**src/hw/rtl/aarm_pkg.sv**
```systemverilog
// ----------------------------------------------------------------------------
// aarm_pkg: shared types and constants for the axis-angle rotation block
// Holds the CORDIC arctangent table, fixed-point constants and the
// payload structs carried by the stream interfaces.
// ----------------------------------------------------------------------------
package aarm_pkg;

  localparam int TABLE_LEN = 24;

  // CORDIC datapath width: Q.30 values with headroom
  localparam int CW = 34;

  localparam logic signed [CW-1:0] Q30_ONE      = 34'sd1073741824;
  localparam logic signed [CW-1:0] Q30_PI       = 34'sd3373259426;
  localparam logic signed [CW-1:0] Q30_HALF_PI  = 34'sd1686629713;
  localparam logic signed [CW-1:0] Q30_INV_GAIN = 34'sd652032874;

  typedef logic signed [CW-1:0] cval_t;

  typedef struct packed {
    logic signed [15:0] axis_x;
    logic signed [15:0] axis_y;
    logic signed [15:0] axis_z;
    logic signed [15:0] angle;
  } in_item_t;

  typedef struct packed {
    logic signed [15:0] m00;
    logic signed [15:0] m01;
    logic signed [15:0] m02;
    logic signed [15:0] m10;
    logic signed [15:0] m11;
    logic signed [15:0] m12;
    logic signed [15:0] m20;
    logic signed [15:0] m21;
    logic signed [15:0] m22;
  } out_item_t;

  // Item state carried down the CORDIC pipeline
  typedef struct packed {
    logic signed [15:0] ax;
    logic signed [15:0] ay;
    logic signed [15:0] az;
    logic               flip;
    cval_t              x;
    cval_t              y;
    cval_t              z;
  } cstage_t;

  // Arctangent of 2^-i, Q.30, rounded to nearest
  function automatic cval_t atan_q30(input logic [4:0] i);
    cval_t r;
    unique case (i)
      5'd0:  r = 34'sd843314857;
      5'd1:  r = 34'sd497837829;
      5'd2:  r = 34'sd263043837;
      5'd3:  r = 34'sd133525159;
      5'd4:  r = 34'sd67021687;
      5'd5:  r = 34'sd33543516;
      5'd6:  r = 34'sd16775851;
      5'd7:  r = 34'sd8388437;
      5'd8:  r = 34'sd4194283;
      5'd9:  r = 34'sd2097149;
      5'd10: r = 34'sd1048576;
      5'd11: r = 34'sd524288;
      5'd12: r = 34'sd262144;
      5'd13: r = 34'sd131072;
      5'd14: r = 34'sd65536;
      5'd15: r = 34'sd32768;
      5'd16: r = 34'sd16384;
      5'd17: r = 34'sd8192;
      5'd18: r = 34'sd4096;
      5'd19: r = 34'sd2048;
      5'd20: r = 34'sd1024;
      5'd21: r = 34'sd512;
      5'd22: r = 34'sd256;
      5'd23: r = 34'sd128;
      default: r = '0;
    endcase
    return r;
  endfunction

endpackage

```
**src/hw/rtl/aarm_cordic_step.sv**
```systemverilog
// ----------------------------------------------------------------------------
// aarm_cordic_step: one registered CORDIC rotation stage
// Rotates x/y by atan(2^-STEP) towards z = 0 and registers the result.
// ----------------------------------------------------------------------------
module aarm_cordic_step #(
  parameter int STEP = 0
) (
  input  logic              clk,
  input  logic              rst_n,
  input  logic              en,
  input  logic              vld_in,
  input  aarm_pkg::cstage_t st_in,
  output logic              vld_out,
  output aarm_pkg::cstage_t st_out
);
  import aarm_pkg::*;

  localparam logic [4:0] IDX = 5'(STEP);

  logic    vld_r;
  cstage_t st_r;
  cstage_t st_nxt;
  cval_t   dx;
  cval_t   dy;
  cval_t   ang;

  // Rotate one step; arithmetic shift rounds towards minus infinity
  always_comb begin
    dx  = st_in.y >>> STEP;
    dy  = st_in.x >>> STEP;
    ang = atan_q30(IDX);
    st_nxt = st_in;
    if (!st_in.z[CW-1]) begin
      st_nxt.x = st_in.x - dx;
      st_nxt.y = st_in.y + dy;
      st_nxt.z = st_in.z - ang;
    end else begin
      st_nxt.x = st_in.x + dx;
      st_nxt.y = st_in.y - dy;
      st_nxt.z = st_in.z + ang;
    end
  end

  // Advance when the pipeline moves
  always_ff @(posedge clk) begin
    if (!rst_n) begin
      vld_r <= 1'b0;
    end else if (en) begin
      vld_r <= vld_in;
    end
  end

  always_ff @(posedge clk) begin
    if (en) begin
      st_r <= st_nxt;
    end
  end

  assign vld_out = vld_r;
  assign st_out  = st_r;
endmodule

```
**config.mk**
```make
export PLATFORM = sky130hd
export DESIGN_NAME = aarm_cordic_step
export DESIGN_NICKNAME = d
export VERILOG_FILES = /design/src/hw/rtl/aarm_pkg.sv /design/src/hw/rtl/aarm_cordic_step.sv
export SDC_FILE = /design/constraint.sdc
export NUM_CORES = 1
export LEC_CHECK = 0
export ABC_AREA = 1
export BUFFER_PORTS_ARGS = -buffer_cell sky130_fd_sc_hd__buf_2
export CAP_MARGIN = 20
export CORE_MARGIN = 2
export CORE_UTILIZATION = 45
export CTS_CLUSTER_SIZE = 12
export DETAILED_ROUTE_END_ITERATION = 10
export GPL_TIMING_DRIVEN = 0
export PLACE_DENSITY = 0.76
export SYNTH_ARGS = -nofsm -noshare
export SYNTH_HDL_FRONTEND = slang
export SYNTH_SLANG_ARGS = --single-unit
```
**constraint.sdc**
```tcl
create_clock -name clk -period 5.5 [get_ports clk]
set_input_delay 1.1 -clock clk [delete_from_list [all_inputs] [get_ports clk]]
set_output_delay 1.1 -clock clk [all_outputs]
set_load 0.05 [all_outputs]
```
==> run_results.csv <==
group,metric,value,unit
clocking,clk_latency,0.43,ns
setup_path,cp-start-kind,"input pin",
global_routing,grt_pass1_wl,74.97,mm
global_routing,grt_pass1_vias,13993,
yosys,yosysWarnings,0,
route,drt_pass1_iterations,6,
route,vias_per_cell,5.390,
yosys,ys_seq_area_frac,0.3238,
route,drc,0,
clocking,cts-buffers-inserted,17,
power_and_ir_drop,leakage,8.402,nW
global_routing,antenna_found_initial,1,
outcome,status,"finished clean",
finish,drive_gt1_frac,0.1924,
yosys,syn_avg_cell_area,7.135,um^2
clocking,htree_levels,4,
placement,dp_hpwl,40.52,mm
clocking,cts_tree,"built",
finish,areaGrowthSynthToFinish,19.07,%
power_and_ir_drop,p_total,4.588,mW
route,drt-wirelength-per-cell,18.33,um
yosys,syn_nets,2248,
route,via_count,14514,
placement,numPortBuffers,306,
clocking,root_buffer,"clkbuf_16",
route,routed_wirelength,49.37,mm
timing,hold_viol,0,
setup_path,critPathArrivalTime,4.26,ns
finish,most-common-layout-cells,"nand2_1, buf_2, inv_1, nand3_1, nor2_1",
timing,fin_crit,4.077,ns
yosys,ys_ff_latch,151,
floorplanning,die_x,180.2,um
route,drtIter0Drc,1305,
yosys,syn_area,13970,um^2
clocking,clock-sinks,151,
power_and_ir_drop,p_per_area,275.8,nW/um^2
flow_run,maxCapViolations,0,
floorplanning,die_h,180.2,um
global_routing,grt_max_degree,89,
yosys,yosysTopAreaCellShare,0.3224,
timing,finalClockSkew,0,ns
setup_path,path_class,"input pin to flop",
power_and_ir_drop,peakVddDrop,0.0002069,V
timing,finalSetupViolCount,0,
timing,timing.final.crit_share,0.7413,
timing,rsz0062_at_grt,"false",
setup_path,endpoint_kind,"flop",
yosys,synth_top_area_cell,"edfxtp_1",
route,antenna_left,0,
floorplanning,pin_count,307,
setup_path,worstPathRequired,5.69,ns
floorplanning,die_area,32470,um^2
min_path,hold_path.class,"flop to flop",
yosys,synth_ff_type,"edfxtp_1",
finish,final_common_cell,"nand2_1",
floorplanning,core,30590,um^2
clocking,cts-resized-gates,0,
yosys,yosysUniqueCellTypes,45,
clocking,cts_hold_buf,0,
floorplanning,rows,64,
clocking,cts_setup_buffers,0,
yosys,synth_edf_count,150,
timing,slew-limit-headroom,0.4379,
timing,finalSetupTns,0,ns
yosys,ys_top_cells_by_area,"edfxtp_1, nand2_1, ha_1, inv_1, nand3_1",
yosys,postSynthCellCount,1958,
setup_path,path_max_fanout,26,
timing,tightest_slew,0.8431,ns
placement,dp_slack,1.031,ns
clocking,clock_path_buffers,2,
finish,diodes,0,
timing,slew_violations,0,
global_routing,grt_overflow,0,
finish,fin_nets,2574,
yosys,async_reset_ff_frac,0,
clocking,clkSlewWorstSetupHoldPaths,0.07,ns
timing,fmaxAchievable,0.2453,GHz
global_routing,grt_use_total,0.2957,
floorplanning,start_util,0.4567,
timing,setup_ws,1.423,ns
placement,gp_congestion,0.9827,
report_power, final:
group	leakage [nW]	total (mW)	internal, mW	switching (mW)
Combinational	6.64	1.91	0.497	1.41
Sequential	1.47	1.49	1.45	0.0361
Clock	0.291	1.20	0.616	0.581
cell usage after synthesis (8+ instances only):
master and count:
edfxtp_1 150, ha_1 131, o21bai_1 23, nand4_1 20, nand3_1 178, nand2_2 11
buf_2 13, inv_2 9, inv_1 277, nor3_1 15, xor2_1 42, o21ai_0 99
buf_6 8, a21o_1 10, nor2_2 12, buf_4 21, o21ai_1 12, nand2_1 547
nor2_1 155, a21oi_1 152, nor3_2 8
per-layer routing:
layer / global-route usage / wire length [um] / vias to the layer above
met3: 0.04507 / 3542 / 114
met5: 0 / 0 / -
li1: - / - / 7085
met4: 0.1094 / 1690 / 0
met1: 0.3736 / 20710 / 6648
met2: 0.5110 / 23430 / 667
critical path, cell delays in order:
cell	delay (ns)
buf_2	0.27
inv_1	0.15
buf_2	0.32
buf_2	0.74
ha_1	0.43
nand2_1	0.13
o21ai_0	0.10
a21oi_1	0.35
o21bai_1	0.27
nand2_1	0.14
inv_1	0.05
o21bai_1	0.13
nand2_1	0.07
worst paths after layout:
path                   from         end  slack, ns  cells after the start
setup / recovery  st_in[33]  st_out[20]       1.42                     13
hold / removal      vld_out     vld_out       0.56                      2
setup reg to reg    vld_out     vld_out       4.82                      2
hold reg to reg     vld_out     vld_out       0.56                      2
flip-flops by register name (all words and copies together), names as in the netlist:
| signal | cells |
|---|---|
| st_out | 150 |
| vld_out | 1 |
final cells by class:
| cell class | count | area [um^2] |
|---|---|---|
| inverter | 286 | 1074 |
| sequential | 151 | 4524 |
| buffer | 45 | 324.1 |
| tap | 396 | 495.5 |
| fill | 3065 | 13950 |
| clock buffer | 17 | 425.4 |
| clock inverter | 15 | 177.7 |
| timing repair buffer | 307 | 1565 |
| multi-input combinational | 1476 | 8049 |
logic make-up (layout without fill, tap and decap cells):
logic type      after synthesis  after routing  synth area share
compound gates              322            322            0.1261
xor+xnor                     49             49           0.03072
fa+ha+maj                   135            135            0.1231
buf+inv                     331            670            0.1000
flops                       151            151            0.3238
mux                           1              1         0.0007165
simple gates                969            969            0.2955
metrics by stage:
step	instance area [um^2]	hold slack, ns	utilization	std cells
floorplan	13970	0.7535	-	1958
global placement	16000	0.5183	0.5230	2660
detailed placement	16030	0.5535	0.5241	2661
CTS	16630	0.5765	0.5438	2693
global route	16630	0.6371	0.5438	2693
finish	16630	0.5649	0.5438	2693
(Power assumes the default switching activity.)
